[src/rtl/core/pascal_subset_token_scanner_core_macros.svh]
// ----------------------------------------------------------------------------
// Token scanner assertion macros
// Shared concurrent assertion forms for the scanner core modules.
// ----------------------------------------------------------------------------
`ifndef PASCAL_SUBSET_TOKEN_SCANNER_CORE_MACROS_SVH
`define PASCAL_SUBSET_TOKEN_SCANNER_CORE_MACROS_SVH

// Condition holds at every clock edge outside reset.
`define PST_ASSERT_HOLDS(lbl, clk, rst, cond, msg) \
   lbl: assert property (@(posedge clk) disable iff (rst) (cond)) else $error(msg);

// Antecedent implies consequent in the same cycle.
`define PST_ASSERT_IMPLIES(lbl, clk, rst, ante, cons, msg) \
   lbl: assert property (@(posedge clk) disable iff (rst) (ante) |-> (cons)) else $error(msg);

// Antecedent implies consequent in the next cycle.
`define PST_ASSERT_NEXT(lbl, clk, rst, ante, cons, msg) \
   lbl: assert property (@(posedge clk) disable iff (rst) (ante) |=> (cons)) else $error(msg);

`endif

[src/rtl/core/pst_pkg.sv]
// ----------------------------------------------------------------------------
// Token scanner package
// Token codes, scan modes, result types and the keyword lookup.
// ----------------------------------------------------------------------------
package pst_pkg;

   // Sizes
   localparam int MAX_WORD     = 19;
   localparam int MAX_DIGITS   = 10;
   localparam int KW_CHARS     = 7;
   localparam int KW_COUNT     = 19;
   localparam int WLEN_W       = $clog2(MAX_WORD + 2);
   localparam int KIND_W       = 6;
   localparam int VALUE_W      = 31;
   localparam int POS_W        = 32;
   localparam int LEN_W        = 5;
   localparam int RESULT_DEPTH = 4;
   localparam int PTR_W        = $clog2(RESULT_DEPTH);
   localparam int CNT_W        = $clog2(RESULT_DEPTH + 1);

   localparam logic [VALUE_W-1:0] VALUE_MAX = '1;

   // Token codes
   localparam logic [KIND_W-1:0] KIND_IDENT   = 6'd0;
   localparam logic [KIND_W-1:0] KIND_PROGRAM = 6'd1;
   localparam logic [KIND_W-1:0] KIND_CONST   = 6'd2;
   localparam logic [KIND_W-1:0] KIND_VAR     = 6'd3;
   localparam logic [KIND_W-1:0] KIND_BEGIN   = 6'd4;
   localparam logic [KIND_W-1:0] KIND_END     = 6'd5;
   localparam logic [KIND_W-1:0] KIND_IF      = 6'd6;
   localparam logic [KIND_W-1:0] KIND_THEN    = 6'd7;
   localparam logic [KIND_W-1:0] KIND_WHILE   = 6'd8;
   localparam logic [KIND_W-1:0] KIND_DO      = 6'd9;
   localparam logic [KIND_W-1:0] KIND_READ    = 6'd10;
   localparam logic [KIND_W-1:0] KIND_WRITE   = 6'd11;
   localparam logic [KIND_W-1:0] KIND_SEMI    = 6'd12;
   localparam logic [KIND_W-1:0] KIND_DOT     = 6'd13;
   localparam logic [KIND_W-1:0] KIND_PLUS    = 6'd14;
   localparam logic [KIND_W-1:0] KIND_MINUS   = 6'd15;
   localparam logic [KIND_W-1:0] KIND_STAR    = 6'd16;
   localparam logic [KIND_W-1:0] KIND_SLASH   = 6'd17;
   localparam logic [KIND_W-1:0] KIND_COMMA   = 6'd18;
   localparam logic [KIND_W-1:0] KIND_ASSIGN  = 6'd19;
   localparam logic [KIND_W-1:0] KIND_LT      = 6'd20;
   localparam logic [KIND_W-1:0] KIND_LE      = 6'd21;
   localparam logic [KIND_W-1:0] KIND_GT      = 6'd22;
   localparam logic [KIND_W-1:0] KIND_GE      = 6'd23;
   localparam logic [KIND_W-1:0] KIND_NE      = 6'd24;
   localparam logic [KIND_W-1:0] KIND_LPAREN  = 6'd25;
   localparam logic [KIND_W-1:0] KIND_RPAREN  = 6'd26;
   localparam logic [KIND_W-1:0] KIND_EOF     = 6'd27;
   localparam logic [KIND_W-1:0] KIND_NUMBER  = 6'd28;
   localparam logic [KIND_W-1:0] KIND_ERROR   = 6'd29;
   localparam logic [KIND_W-1:0] KIND_EQ      = 6'd31;
   localparam logic [KIND_W-1:0] KIND_REPEAT  = 6'd32;
   localparam logic [KIND_W-1:0] KIND_UNTIL   = 6'd33;
   localparam logic [KIND_W-1:0] KIND_FOR     = 6'd34;
   localparam logic [KIND_W-1:0] KIND_ELSE    = 6'd35;
   localparam logic [KIND_W-1:0] KIND_CASE    = 6'd36;
   localparam logic [KIND_W-1:0] KIND_OF      = 6'd37;
   localparam logic [KIND_W-1:0] KIND_DOWNTO  = 6'd39;
   localparam logic [KIND_W-1:0] KIND_COLON   = 6'd40;
   localparam logic [KIND_W-1:0] KIND_TO      = 6'd41;

   // Keywords: text is right-aligned, first character in byte KW_LEN-1
   localparam logic [KW_CHARS*8-1:0] KW_TEXT [KW_COUNT] = '{
      "program", "const", "var", "begin", "end", "if", "then", "while",
      "do", "to", "downto", "read", "write", "else", "repeat", "until",
      "for", "case", "of"
   };
   localparam int KW_LEN [KW_COUNT] = '{
      7, 5, 3, 5, 3, 2, 4, 5, 2, 2, 6, 4, 5, 4, 6, 5, 3, 4, 2
   };
   localparam logic [KIND_W-1:0] KW_KIND [KW_COUNT] = '{
      KIND_PROGRAM, KIND_CONST, KIND_VAR, KIND_BEGIN, KIND_END, KIND_IF,
      KIND_THEN, KIND_WHILE, KIND_DO, KIND_TO, KIND_DOWNTO, KIND_READ,
      KIND_WRITE, KIND_ELSE, KIND_REPEAT, KIND_UNTIL, KIND_FOR, KIND_CASE,
      KIND_OF
   };

   typedef enum logic [2:0] {
      MODE_IDLE    = 3'd0,
      MODE_WORD    = 3'd1,
      MODE_NUMBER  = 3'd2,
      MODE_COLON   = 3'd3,
      MODE_LESS    = 3'd4,
      MODE_GREATER = 3'd5
   } scan_mode_type;

   typedef logic [KW_CHARS-1:0][7:0] word_chars_type;

   typedef struct packed {
      logic [KIND_W-1:0]  token_kind;
      logic [VALUE_W-1:0] number_value;
      logic [POS_W-1:0]   token_start;
      logic [LEN_W-1:0]   token_length;
      logic               last_of_run;
   } result_type;

   // Up to two results caused by one accepted character
   typedef struct packed {
      logic       first_valid;
      result_type first;
      logic       second_valid;
      result_type second;
   } emit_type;

   // Clamp a run length to the word limit and keep the field width
   function automatic logic [LEN_W-1:0] shown_length(input logic [WLEN_W-1:0] n);
      logic [LEN_W-1:0] len;
      len = (n > WLEN_W'(MAX_WORD)) ? LEN_W'(MAX_WORD) : LEN_W'(n);
      return len;
   endfunction

   // Match a lower-cased word against the keyword list
   function automatic logic [KIND_W-1:0] keyword_kind(input word_chars_type chars,
                                                      input logic [WLEN_W-1:0] len);
      logic [KIND_W-1:0] kind;
      logic              hit;
      kind = KIND_IDENT;
      for (int k = 0; k < KW_COUNT; k++) begin
         hit = (len == WLEN_W'(KW_LEN[k]));
         for (int i = 0; i < KW_CHARS; i++) begin
            if (i < KW_LEN[k]) begin
               hit &= (chars[i] == KW_TEXT[k][8*(KW_LEN[k]-1-i) +: 8]);
            end
         end
         if (hit) begin
            kind = KW_KIND[k];
         end
      end
      return kind;
   endfunction

endpackage

[src/rtl/core/pst_scanner.sv]
// ----------------------------------------------------------------------------
// Token scanner state
// Holds the scan mode and pending token, and forms the results of one beat.
// ----------------------------------------------------------------------------
`include "pascal_subset_token_scanner_core_macros.svh"

module pst_scanner import pst_pkg::*; (
   input  logic       clock,
   input  logic       reset,
   input  logic       fire,
   input  logic [7:0] char_code,
   input  logic       end_of_input,
   output emit_type   emit
);

   scan_mode_type      mode_ff,  mode_in;
   word_chars_type     chars_ff, chars_in;
   logic [WLEN_W-1:0]  word_length_ff, word_length_in;
   logic [VALUE_W-1:0] acc_ff, acc_in;
   logic [POS_W-1:0]   byte_pos_ff, byte_pos_in;
   logic [POS_W-1:0]   start_pos_ff, start_pos_in;

   logic               is_letter, is_digit, is_space;
   logic [7:0]         folded;
   logic [3:0]         digit;
   logic               pend_valid;
   result_type         pend;
   logic [WLEN_W-1:0]  len_inc;
   logic [VALUE_W+3:0] acc_next;
   logic               consumed;

   // Classify the character
   always_comb begin
      is_letter = char_code inside {[8'h61:8'h7A], [8'h41:8'h5A]};
      is_digit  = char_code inside {[8'h30:8'h39]};
      is_space  = char_code inside {8'h20, 8'h0A, 8'h09};
      folded    = is_letter ? (char_code | 8'h20) : char_code;
      digit     = char_code[3:0];
   end

   // Form the pending token of the current mode
   always_comb begin
      pend_valid = 1'b1;
      pend       = '0;
      pend.token_start = start_pos_ff;
      case (mode_ff)
         MODE_WORD: begin
            pend.token_kind   = keyword_kind(chars_ff, word_length_ff);
            pend.token_length = shown_length(word_length_ff);
         end
         MODE_NUMBER: begin
            pend.token_kind   = KIND_NUMBER;
            pend.number_value = acc_ff;
            pend.token_length = shown_length(word_length_ff);
         end
         MODE_COLON: begin
            pend.token_kind   = KIND_COLON;
            pend.token_length = LEN_W'(1);
         end
         MODE_LESS: begin
            pend.token_kind   = KIND_LT;
            pend.token_length = LEN_W'(1);
         end
         MODE_GREATER: begin
            pend.token_kind   = KIND_GT;
            pend.token_length = LEN_W'(1);
         end
         default: begin
            pend_valid = 1'b0;
         end
      endcase
   end

   // Accumulate one more digit, saturating
   always_comb begin
      len_inc  = (word_length_ff <= WLEN_W'(MAX_WORD)) ? word_length_ff + WLEN_W'(1)
                                                       : word_length_ff;
      acc_next = {acc_ff, 3'b000} + {2'b00, acc_ff, 1'b0} + (VALUE_W+4)'(digit);
      if (len_inc > WLEN_W'(MAX_DIGITS) || acc_next > (VALUE_W+4)'(VALUE_MAX)) begin
         acc_next = (VALUE_W+4)'(VALUE_MAX);
      end
   end

   // Next state and results of the beat
   always_comb begin
      mode_in        = mode_ff;
      chars_in       = chars_ff;
      word_length_in = word_length_ff;
      acc_in         = acc_ff;
      byte_pos_in    = byte_pos_ff;
      start_pos_in   = start_pos_ff;
      emit           = '0;
      consumed       = 1'b0;

      if (end_of_input) begin
         emit.first_valid         = pend_valid;
         emit.first               = pend;
         emit.second_valid        = 1'b1;
         emit.second.token_kind   = KIND_EOF;
         emit.second.token_start  = byte_pos_ff;
         mode_in                  = MODE_IDLE;
      end else begin
         byte_pos_in = byte_pos_ff + POS_W'(1);

         // Extend the pending token
         case (mode_ff)
            MODE_WORD: begin
               if (is_letter || is_digit) begin
                  for (int i = 0; i < KW_CHARS; i++) begin
                     if (word_length_ff == WLEN_W'(i)) begin
                        chars_in[i] = folded;
                     end
                  end
                  word_length_in = len_inc;
                  consumed       = 1'b1;
               end
            end
            MODE_NUMBER: begin
               if (is_digit) begin
                  word_length_in = len_inc;
                  acc_in         = acc_next[VALUE_W-1:0];
                  consumed       = 1'b1;
               end
            end
            MODE_COLON: begin
               if (char_code == 8'h3D) begin
                  emit.first_valid = 1'b1;
                  emit.first.token_kind = KIND_ASSIGN;
                  consumed = 1'b1;
               end
            end
            MODE_LESS: begin
               if (char_code == 8'h3D || char_code == 8'h3E) begin
                  emit.first_valid = 1'b1;
                  emit.first.token_kind = (char_code == 8'h3D) ? KIND_LE : KIND_NE;
                  consumed = 1'b1;
               end
            end
            MODE_GREATER: begin
               if (char_code == 8'h3D) begin
                  emit.first_valid = 1'b1;
                  emit.first.token_kind = KIND_GE;
                  consumed = 1'b1;
               end
            end
            default: begin
               mode_in = MODE_IDLE;
            end
         endcase

         if (consumed && emit.first_valid) begin
            emit.first.token_start  = start_pos_ff;
            emit.first.token_length = LEN_W'(2);
            mode_in                 = MODE_IDLE;
         end

         // Flush the pending token and start a new one
         if (!consumed) begin
            emit.first_valid = pend_valid;
            emit.first       = pend;
            mode_in          = MODE_IDLE;
            if (!is_space) begin
               start_pos_in = byte_pos_ff;
               if (is_letter) begin
                  mode_in        = MODE_WORD;
                  chars_in[0]    = folded;
                  word_length_in = WLEN_W'(1);
               end else if (is_digit) begin
                  mode_in        = MODE_NUMBER;
                  word_length_in = WLEN_W'(1);
                  acc_in         = VALUE_W'(digit);
               end else begin
                  case (char_code)
                     8'h3A: mode_in = MODE_COLON;
                     8'h3C: mode_in = MODE_LESS;
                     8'h3E: mode_in = MODE_GREATER;
                     default: begin
                        emit.second_valid        = 1'b1;
                        emit.second.token_start  = byte_pos_ff;
                        emit.second.token_length = LEN_W'(1);
                        case (char_code)
                           8'h3B:   emit.second.token_kind = KIND_SEMI;
                           8'h2E:   emit.second.token_kind = KIND_DOT;
                           8'h2B:   emit.second.token_kind = KIND_PLUS;
                           8'h2D:   emit.second.token_kind = KIND_MINUS;
                           8'h2A:   emit.second.token_kind = KIND_STAR;
                           8'h2F:   emit.second.token_kind = KIND_SLASH;
                           8'h2C:   emit.second.token_kind = KIND_COMMA;
                           8'h28:   emit.second.token_kind = KIND_LPAREN;
                           8'h29:   emit.second.token_kind = KIND_RPAREN;
                           8'h3D:   emit.second.token_kind = KIND_EQ;
                           default: emit.second.token_kind = KIND_ERROR;
                        endcase
                     end
                  endcase
               end
            end
         end
      end

      // Mark the final result of the beat
      emit.first.last_of_run  = emit.first_valid && !emit.second_valid;
      emit.second.last_of_run = emit.second_valid;
   end

   // Control state
   always_ff @(posedge clock) begin
      if (reset) begin
         mode_ff        <= MODE_IDLE;
         word_length_ff <= '0;
         acc_ff         <= '0;
         byte_pos_ff    <= '0;
         start_pos_ff   <= '0;
      end else if (fire) begin
         mode_ff        <= mode_in;
         word_length_ff <= word_length_in;
         acc_ff         <= acc_in;
         byte_pos_ff    <= byte_pos_in;
         start_pos_ff   <= start_pos_in;
      end
   end

   // Word text, written before it is read
   always_ff @(posedge clock) begin
      if (fire) begin
         chars_ff <= chars_in;
      end
   end

   `PST_ASSERT_NEXT(a_eof_idle, clock, reset, fire && end_of_input, mode_ff == MODE_IDLE, "scanner not idle after end of input")
   `PST_ASSERT_HOLDS(a_len_bound, clock, reset, word_length_ff <= WLEN_W'(MAX_WORD + 1), "run length beyond limit")
   `PST_ASSERT_NEXT(a_pos_hold, clock, reset, !fire || end_of_input, $stable(byte_pos_ff), "byte position moved without a character")

endmodule

[config.mk]
export PLATFORM = sky130hd
export DESIGN_NAME = pst_scanner
export DESIGN_NICKNAME = d
export VERILOG_FILES = /design/src/rtl/core/pst_pkg.sv /design/src/rtl/core/pst_scanner.sv
export VERILOG_INCLUDE_DIRS = /design/src /design/src/rtl/core
export SDC_FILE = /design/constraint.sdc
export NUM_CORES = 1
export LEC_CHECK = 0
export ABC_AREA = 1
export ABC_CLOCK_PERIOD_IN_PS = 2800
export BUFFER_PORTS_ARGS = -buffer_cell sky130_fd_sc_hd__buf_2
export CAP_MARGIN = 0
export CORE_ASPECT_RATIO = 0.7
export CORE_MARGIN = 4
export CORE_UTILIZATION = 45
export CTS_BUF_LIST = sky130_fd_sc_hd__clkbuf_2
export CTS_CLUSTER_DIAMETER = 80
export DETAILED_ROUTE_END_ITERATION = 6
export PLACE_DENSITY = 0.67
export SLEW_MARGIN = 0
export SYNTH_ARGS = -nofsm -noshare
export SYNTH_HDL_FRONTEND = slang
export SYNTH_SLANG_ARGS = --single-unit
[constraint.sdc]
create_clock -name clock -period 2.8 [get_ports clock]
set_input_delay 0.42 -clock clock [delete_from_list [all_inputs] [get_ports clock]]
set_output_delay 0.42 -clock clock [all_outputs]
set_load 0.02 [all_outputs]
==> impl_metrics.yaml, run 1 <==
floorplanning:
  initial_core_util: 0.461
  coreArea_um2: 25900
  rows: 49
  die_area_um2: 29300
  die_x_um: 203
  ios: 164
  chipHeight_um: 144
setup_path:
  cp-endpoint: "emit[145]"
  critPathArrivalTime_ns: 3.04
  r2r-start: "acc_ff[5]"
  end_kind: "output pin"
  crit_fanout: 4
  r2r_end: "acc_ff[7]"
  start_kind: "flip-flop"
  worst_ep_required_time_ns: 2.38
  r2r_setup_slack_ns: -0.28
  crit_start: "chars_ff[1]"
  criticalPathCategory: "flip-flop to output pin"
  r2r_cells: 18
sta:
  maxSlewViolCount: 0
  final.min_clock_period_ns: 3.46
  post-route-period-util: 1.23
  finalClockSkew_ns: 0.0740
  rsz0062_at_grt: "true"
  hold_viol_final: 0
  fin_ws_ns: -0.655
  setup_viol: 146
  max_freq_ghz: 0.289
  slew_headroom: 0.479
  tightest_slew_ns: 0.780
global_routing:
  grt_max_degree: 68
  grt_antenna_before_repair: 2
  grt_pass1_wl_mm: 73.6
  overflow: 0
  grt_pass1_vias: 13224
  grt_use_total: 0.321
clock_tree:
  insertion_delay_ns: 0.86
  clk_pin_slew_worst_paths_ns: 0.33
  clock_path_buffers: 2
  cts_buffers: 17
  cts.htree.levels: 4
  cts_tree: "built"
  cts-root-buf: "clkbuf_2"
  cts.sinks: 159
pwr:
  p_per_area_nw_per_um2: 285
  ir_worst_vdd_uv: 351
  totalPowerFinal_uw: 5270
  p_leak_uw: 0.00809
synth:
  synthAdderAreaFrac: 0.0734
  synth_top_family_by_area: "simple AND/OR/NAND/NOR gates"
  syn_area_per_cell_um2: 6.67
  synth_flop_cell: "dfxtp_1"
  synth_seq_cells: 159
  synth-warning-count: 0
  yosys.area_share.xor_xnor: 0.0249
  synth_mux_area_frac: 0
  synth_cell_types: 53
  ys_seq_area_frac: 0.313
  synth_area_um2: 12000
  synth_top_area_frac: 0.172
  synth_compound_area_frac: 0.120
  yosys.area.top_type: "dfxtp_1"
  synth-edff-count: 56
  synth-simple-area-share: 0.332
  synth-async-reset-ratio: 0
  synth.area.top_cells: "dfxtp_1 (17%), edfxtp_1 (14%), nand2_1 (11%), inv_1 (8.5%), nor2_1 (7.2%)"
  synthCells: 1793
run_status:
  outcome: "finished, violations left"
  violations: "negative setup slack"
route:
  vias: 14312
  drt-total-wl_mm: 51.2
  drc_errors: 0
  first_pass_iters: 7
  wl_per_cell_um: 20.0
  ant_nets: 0
  routed_via_density: 5.58
  first_iter_violations: 1479
worst_hold_path:
  holdCritPathClass: "input port to flip-flop"
finish:
  final_common_cell: "nand2_1"
  final_nets: 2272
  final_cell_mix: "nand2_1 (305), inv_1 (249), buf_4 (239)"
  area_growth_pct: 54.8
  nFillCells: 1977
  drive_gt1_frac: 0.375
  final_area_um2: 18500
job:
  cap_violations: 0
placed_design:
  port_buffers: 127
  place_area_um2: 14200
  gp_congestion: 1.01
  hpwl_mm: 32.3
==> synth_stat cells, types with 14 or more instances <==
library cell    n
inv_2          14
dfxtp_1       103
o21ai_0        65
a21oi_1       155
clkbuf_1       33
nor3_1         87
o21ai_1        24
buf_4          42
ha_1           67
edfxtp_1       56
inv_1         272
nor4_1         20
nand2_1       335
nand4_1        42
xor2_1         23
nor2_1        230
nand3_1       120
==> routing by layer <==
layer  GRT usage  part of all wire
met1       0.473              0.42
met2       0.471              0.43
met3      0.0834              0.12
met4      0.0732             0.021
met5           0           0.00025
==> logic make-up (layout without fill, tap and decap cells) <==
| kind of cell | count (synthesis) | after routing |
|---|---|---|
| compound gates | 272 | 272 |
| flops | 159 | 159 |
| xor+xnor | 34 | 34 |
| buf+inv | 379 | 754 |
| other cells | 1 | 38 |
| simple gates | 879 | 880 |
| fa+ha+maj | 69 | 69 |
==> critical path, stage by stage, from the launching register on <==
cell      delay [ns]
edfxtp_1        0.59
nor2_4          0.16
nand3_2         0.11
nand3b_1        0.28
buf_4           0.20
nor3_2          0.09
nand4_1         0.22
nand4_1         0.21
nand3_2         0.09
nand2_2         0.11
buf_6           0.12
==> where the power goes <==
group,switching (uW),leakage [uW],internal [uW]
registers,47.3,0.00136,2440
logic,711,0.00656,482
clock network,1100,0.000176,487
total,1860,0.00809,3410
==> state kept, by name, indices dropped and copies added (netlist names) <==
| signal | flops |
|---|---|
| word_length_ff | 5 |
| acc_ff | 31 |
| chars_ff | 56 |
| start_pos_ff | 32 |
| mode_ff | 3 |
| byte_pos_ff | 32 |
==> metrics by stage <==
stage / instances / util / setup WS [ns] / hold slack (ns) / setup TNS [ns]
2_1_floorplan: 1828 / - / 0.0148 / 0.430 / 0
3_3_place_gp: 2416 / 0.546 / -0.256 / 0.459 / -11.46
3_5_place_dp: 2416 / 0.546 / -0.371 / 0.466 / -18.30
4_1_cts: 2538 / 0.666 / -0.550 / 0.0154 / -45.48
5_1_grt: 2563 / 0.714 / -0.727 / 0.0281 / -73.19
6_report: 2563 / 0.714 / -0.655 / 0.106 / -51.96
==> layout make-up <==
class	instances	area, um2	area share
Antenna cell	2	5.00	0.000270
Inverter	287	1120	0.0607
Clock buffer	17	85.1	0.00460
Clock inverter	15	226	0.0122
Tap cell	357	447	0.0241
Multi-Input combinational cell	1291	8640	0.467
Timing Repair Buffer	435	4180	0.226
Sequential cell	159	3800	0.205
==> worst min-delay path by stage <==
stage,from,end,slack [ns],depth (start not counted)
after global routing,char_code[3],chars_ff[3],0.03,4
after global placement,start_pos_ff[0],start_pos_ff[0],0.46,2
after floorplan,start_pos_ff[0],start_pos_ff[0],0.43,2
after detailed placement,start_pos_ff[0],start_pos_ff[0],0.47,2
after CTS,char_code[0],chars_ff[32],0.02,2
final,char_code[3],chars_ff[3],0.11,4
==> what timing repair did <==
action,CTS,global route
pin swaps,40,64
endpoints found under the hold margin,28,1
hold buffers,13,1
gates cloned,13,4
buffers inserted,64,34
resized for setup,516,286
setup endpoints to repair,146,148
Note: power is estimated with default switching activity, not from simulation.
==> run 2, diff against run 1 <==
- CORE_ASPECT_RATIO: 0.7 -> 1.75
- PLACE_DENSITY: 0.67 -> 0.75
==> impl_metrics.yaml, run 2 (synthesis gave the netlist of run 1 again) <==
sta:
  finalSetupTns_ns: -68.31
  fin_ws_ns: -0.685
  slew_headroom: 0.526
  rsz0062_at_grt: "true"
  final.min_clock_period_ns: 3.49
  tightest_slew_ns: 0.711
  max_freq_ghz: 0.287
  post-route-period-util: 1.24
  hold_viol_final: 0
  setup_viol: 146
  finalClockSkew_ns: 0.0544
  maxSlewViolCount: 0
clock_tree:
  cts-root-buf: "clkbuf_2"
  cts.htree.levels: 4
  clock_path_buffers: 2
  cts_tree: "built"
  cts_buffers: 17
  cts.sinks: 159
  insertion_delay_ns: 0.89
  clk_pin_slew_worst_paths_ns: 0.27
pwr:
  p_leak_uw: 0.00793
  p_per_area_nw_per_um2: 281
  totalPowerFinal_uw: 5030
  ir_worst_vdd_uv: 227
floorplanning:
  coreArea_um2: 26100
  rows: 78
  die_x_um: 131
  chipHeight_um: 224
  initial_core_util: 0.459
  die_area_um2: 29400
  ios: 164
global_routing:
  grt_max_degree: 68
  grt_pass1_wl_mm: 68.3
  grt_antenna_before_repair: 1
  grt_pass1_vias: 13388
  grt_use_total: 0.293
  overflow: 0
finish:
  largest_register_ffs: 56
  drive_gt1_frac: 0.357
  regMostFlops: "chars_ff"
  area_growth_pct: 49.7
  final_area_um2: 17900
  final_cell_count_no_fill: 2490
  final_common_cell: "nand2_1"
  top_regs: "chars_ff (56), byte_pos_ff (32), start_pos_ff (32)"
  final_cell_mix: "nand2_1 (306), inv_1 (252), buf_4 (218)"
  final_nets: 2238
worst_hold_path:
  min-delay-start: "char_code[0]"
  holdCritPathClass: "input port to flip-flop"
placed_design:
  gp_congestion: 1.06
  port_buffers: 127
  hpwl_mm: 32.5
  dp.cells: 2356
  place_area_um2: 14000
run_status:
  violations: "negative setup slack"
  outcome: "finished, violations left"
setup_path:
  cp_cell_sequence: "buf_6, nor2_4, inv_2, nor2_2, o21ai_0, nand2_2, nor2_8, buf_6, nor2_4, buf_12, clkbuf_16, nor3_4, buf_6"
  end_kind: "output pin"
  worst_ep_required_time_ns: 2.38
  r2r_setup_slack_ns: -0.24
  critPathArrivalTime_ns: 3.07
  cp_slowest_cell: "dfxtp_2"
  crit_start: "mode_ff[1]"
  crit_buf_inv: 6
  cpPeakStageDelay_ns: 0.40
  start_kind: "flip-flop"
  path_delay_family: "buffers and inverters"
  criticalPathCategory: "flip-flop to output pin"
  r2r-start: "acc_ff[0]"
  crit_fanout: 7
  critPathMostFrequentCell: "buf_6"
route:
  vias: 14650
  drt-total-wl_mm: 53.0
  drc_errors: 0
  wl_per_cell_um: 21.3
  ant_nets: 0
  first_iter_violations: 1297
  routed_via_density: 5.88
  first_pass_iters: 7
job:
  cap_violations: 0
run 2: changes by cell type in the layout (fill, tap and decap cells not counted), moves of 6 or more:
cell       previous run  this run
ha_1                 52        60
clkbuf_16             2         9
nor2_4               82        76
nor2_2               21        27
clkinv_8              8         0
ha_4                 13         6
buf_6               136       122
buf_4               239       218
run 2: through the flow:
| step | utilization | setup WS (ns) | hold WS (ns) |
|---|---|---|---|
| final | 0.687 | -0.685 | 0.0605 |
| after floorplan | - | 0.0148 | 0.430 |
| after detailed placement | 0.537 | -0.368 | 0.454 |
| after global routing | 0.687 | -0.738 | 0.0311 |
| after global placement | 0.537 | -0.282 | 0.443 |
| after CTS | 0.597 | -0.506 | 0.000939 |
run 2: layer usage:
metal | routed length (um) | global-route usage | vias up | share of wire
met5 | 0 | 0 | - | 0
li1 | - | - | 6544 | -
met3 | 3870 | 0.0515 | 432 | 0.073
met2 | 26700 | 0.551 | 964 | 0.50
met1 | 16600 | 0.279 | 6710 | 0.31
met4 | 5870 | 0.233 | 0 | 0.11
run 2: path summary, 6_finish.rpt:
path / to / cells past startpoint
min: chars_ff[8] / 2
max reg2reg: acc_ff[21] / 18
max: emit[139] / 13
min reg2reg: acc_ff[26] / 2
run 2: where the power goes:
part / internal (uW) / total (uW) / switching, uW / leakage (uW)
combinational: 447 / 1150 / 706 / 0.00641
sequential: 2440 / 2490 / 44.9 / 0.00136
clock: 506 / 1390 / 885 / 0.000156
total: 3390 / 5030 / 1640 / 0.00793
run 2: what timing repair did:
action / CTS / global route
gates resized for setup: 230 / 480
pin swaps: 46 / 42
hold buffers: 12 / 0
endpoints found under the setup margin: 146 / 147
buffers inserted: 43 / 34
gates cloned: 4 / 12
hold endpoints to repair: 44 / 0
run 2: area by class of cell:
type                       count  area [um2]
inverter                     287        1110
multi-input combinational   1291        8440
fill                        1973        8160
timing repair buffer         401        3910
clock buffer                  22         110
sequential                   159        3800
antenna                        1        2.50
tap                          320         400
clock inverter                 9         120
==> run 3, diff against run 2 <==
- CELL_PAD_IN_SITES_DETAIL_PLACEMENT: default -> 1
- CELL_PAD_IN_SITES_GLOBAL_PLACEMENT: default -> 1
- CORE_UTILIZATION: 45 -> 39
- PLACE_DENSITY: 0.75 -> 0.88
==> impl_metrics.yaml, run 3 (synthesis gave the netlist of run 1 again) <==
setup_path:
  r2r-start: "acc_ff[0]"
  cp-endpoint: "emit[145]"
  r2r_setup_slack_ns: -0.91
  end_kind: "output pin"
  r2r_end: "acc_ff[21]"
  crit_start: "word_length_ff[1]"
  criticalPathCategory: "flip-flop to output pin"
  critPathArrivalTime_ns: 3.58
  crit_fanout: 5
  r2r_cells: 20
  start_kind: "flip-flop"
  worst_ep_required_time_ns: 2.38
sta:
  slew_headroom: 0.393
  maxSlewViolCount: 0
  finalClockSkew_ns: 0.101
  final.min_clock_period_ns: 4.00
  max_freq_ghz: 0.250
  tightest_slew_ns: 0.904
  finalSetupTns_ns: -115.59
  hold_viol_final: 2
  hold_ws_ns: -0.0279
  post-route-period-util: 1.43
  setup_viol: 154
  rsz0062_at_grt: "true"
  fin_ws_ns: -1.20
clock_tree:
  cts-root-buf: "clkbuf_2"
  cts.htree.levels: 4
  cts_buffers: 17
  clock_path_buffers: 2
  clk_pin_slew_worst_paths_ns: 0.35
  insertion_delay_ns: 1.04
  cts.sinks: 159
  cts_tree: "built"
route:
  first_pass_iters: 7
  ant_nets: 0
  drt-total-wl_mm: 84.8
  wl_per_cell_um: 32.8
  first_iter_violations: 2063
  routed_via_density: 6.71
  vias: 17355
  drc_errors: 10
global_routing:
  grt_max_degree: 50
  top_usage_layer: "met2"
  gr-usage-met3: 0.0661
  grt_pass1_wl_mm: 89.9
  grt_use_met1: 0.308
  grt_use_total: 0.345
  use_met2: 0.638
  grt_antenna_before_repair: 3
  grt_pass1_vias: 16309
  overflow: 0
finish:
  final_nets: 2263
  top_regs: "chars_ff (56), byte_pos_ff (32), start_pos_ff (32)"
  area_growth_pct: 52.2
  drive_gt1_frac: 0.369
  final_common_cell: "nand2_1"
  regMostFlops: "chars_ff"
  largest_register_ffs: 56
  final_cell_mix: "nand2_1 (310), buf_4 (246), inv_1 (245)"
floorplanning:
  die_x_um: 140
  die_area_um2: 33600
  ios: 164
  coreArea_um2: 30200
  initial_core_util: 0.397
  rows: 84
  chipHeight_um: 240
pwr:
  pwr-share-comb: 0.255
  switchingPower_uw: 2040
  totalPowerFinal_uw: 5310
  switching_share: 0.383
  ir_worst_vdd_uv: 327
  p_per_area_nw_per_um2: 292
  p_clk_frac: 0.274
  seqPwrFrac: 0.471
  intPower_uw: 3280
  p_leak_uw: 0.00805
placed_design:
  port_buffers: 127
  gp_congestion: 0.999
  pre_cts_ws_ns: -0.385
  hpwl_mm: 40.8
run_status:
  outcome: "finished, violations left"
  violations: "design-rule violations, negative hold slack, negative setup slack"
worst_hold_path:
  min-delay-start: "end_of_input"
  holdCritPathClass: "input port to flip-flop"
job:
  cap_violations: 0
## run 3: how the worst min path moves through the flow
stage / depth (start not counted) / to
floorplan: 2 / start_pos_ff[0]
global placement: 2 / start_pos_ff[0]
detailed placement: 2 / start_pos_ff[0]
CTS: 6 / acc_ff[3]
global route: 6 / acc_ff[3]
finish: 6 / byte_pos_ff[4]
## run 3: layout make-up
class                           count  area [um2]
Fill cell                        3649       12000
Multi-Input combinational cell   1290        8470
Timing Repair Buffer              427        4110
Sequential cell                   159        3790
Inverter                          287        1130
Tap cell                          387         484
Clock inverter                     12         109
Clock buffer                       20         100
Antenna cell                        3        7.51
## run 3: power groups by stage
stage	clock network (uW)	logic (uW)	registers [uW]
2_1_floorplan	0	523	2520
3_3_place_gp	0	810	2530
3_5_place_dp	0	848	2530
4_1_cts	1300	941	2480
5_1_grt	1520	1380	2500
6_report	1460	1360	2500
## run 3: timing repair
action / 4_1_cts / 5_1_grt
resized for setup: 245 / 483
cloned: 4 / 11
setup endpoints to repair: 146 / 150
setup buffers: 35 / 39
endpoints found under the hold margin: 55 / 0
pin swaps: 39 / 60
hold buffers: 9 / 0
## run 3: per-stage QoR
step / cells / utilization / instance area [um2]
global placement: 2457 / 0.476 / 14300
global route: 2585 / 0.604 / 18200
CTS: 2537 / 0.523 / 15800
detailed placement: 2457 / 0.476 / 14300
finish: 2585 / 0.604 / 18200
floorplan: 1828 / - / 12100
## run 3: worst max-delay path, stage by stage, from the launching register on
cell and delay [ns]:
dfxtp_2 0.45, buf_4 0.21, ha_4 0.23, nand2_1 0.11, nor3b_2 0.25, nand3_1 0.17, nor2_1 0.24, nand3_1 0.17
nand4_1 0.11, nor2_1 0.06, nand4_1 0.22, nand3_2 0.12, nand2_2 0.12, buf_6 0.13
## run 3: metal layers
layer / wire length [um] / part of all wire
met3: 8900 / 0.11
met1: 25600 / 0.30
met4: 11300 / 0.13
met5: 39 / 0.00046
met2: 39000 / 0.46
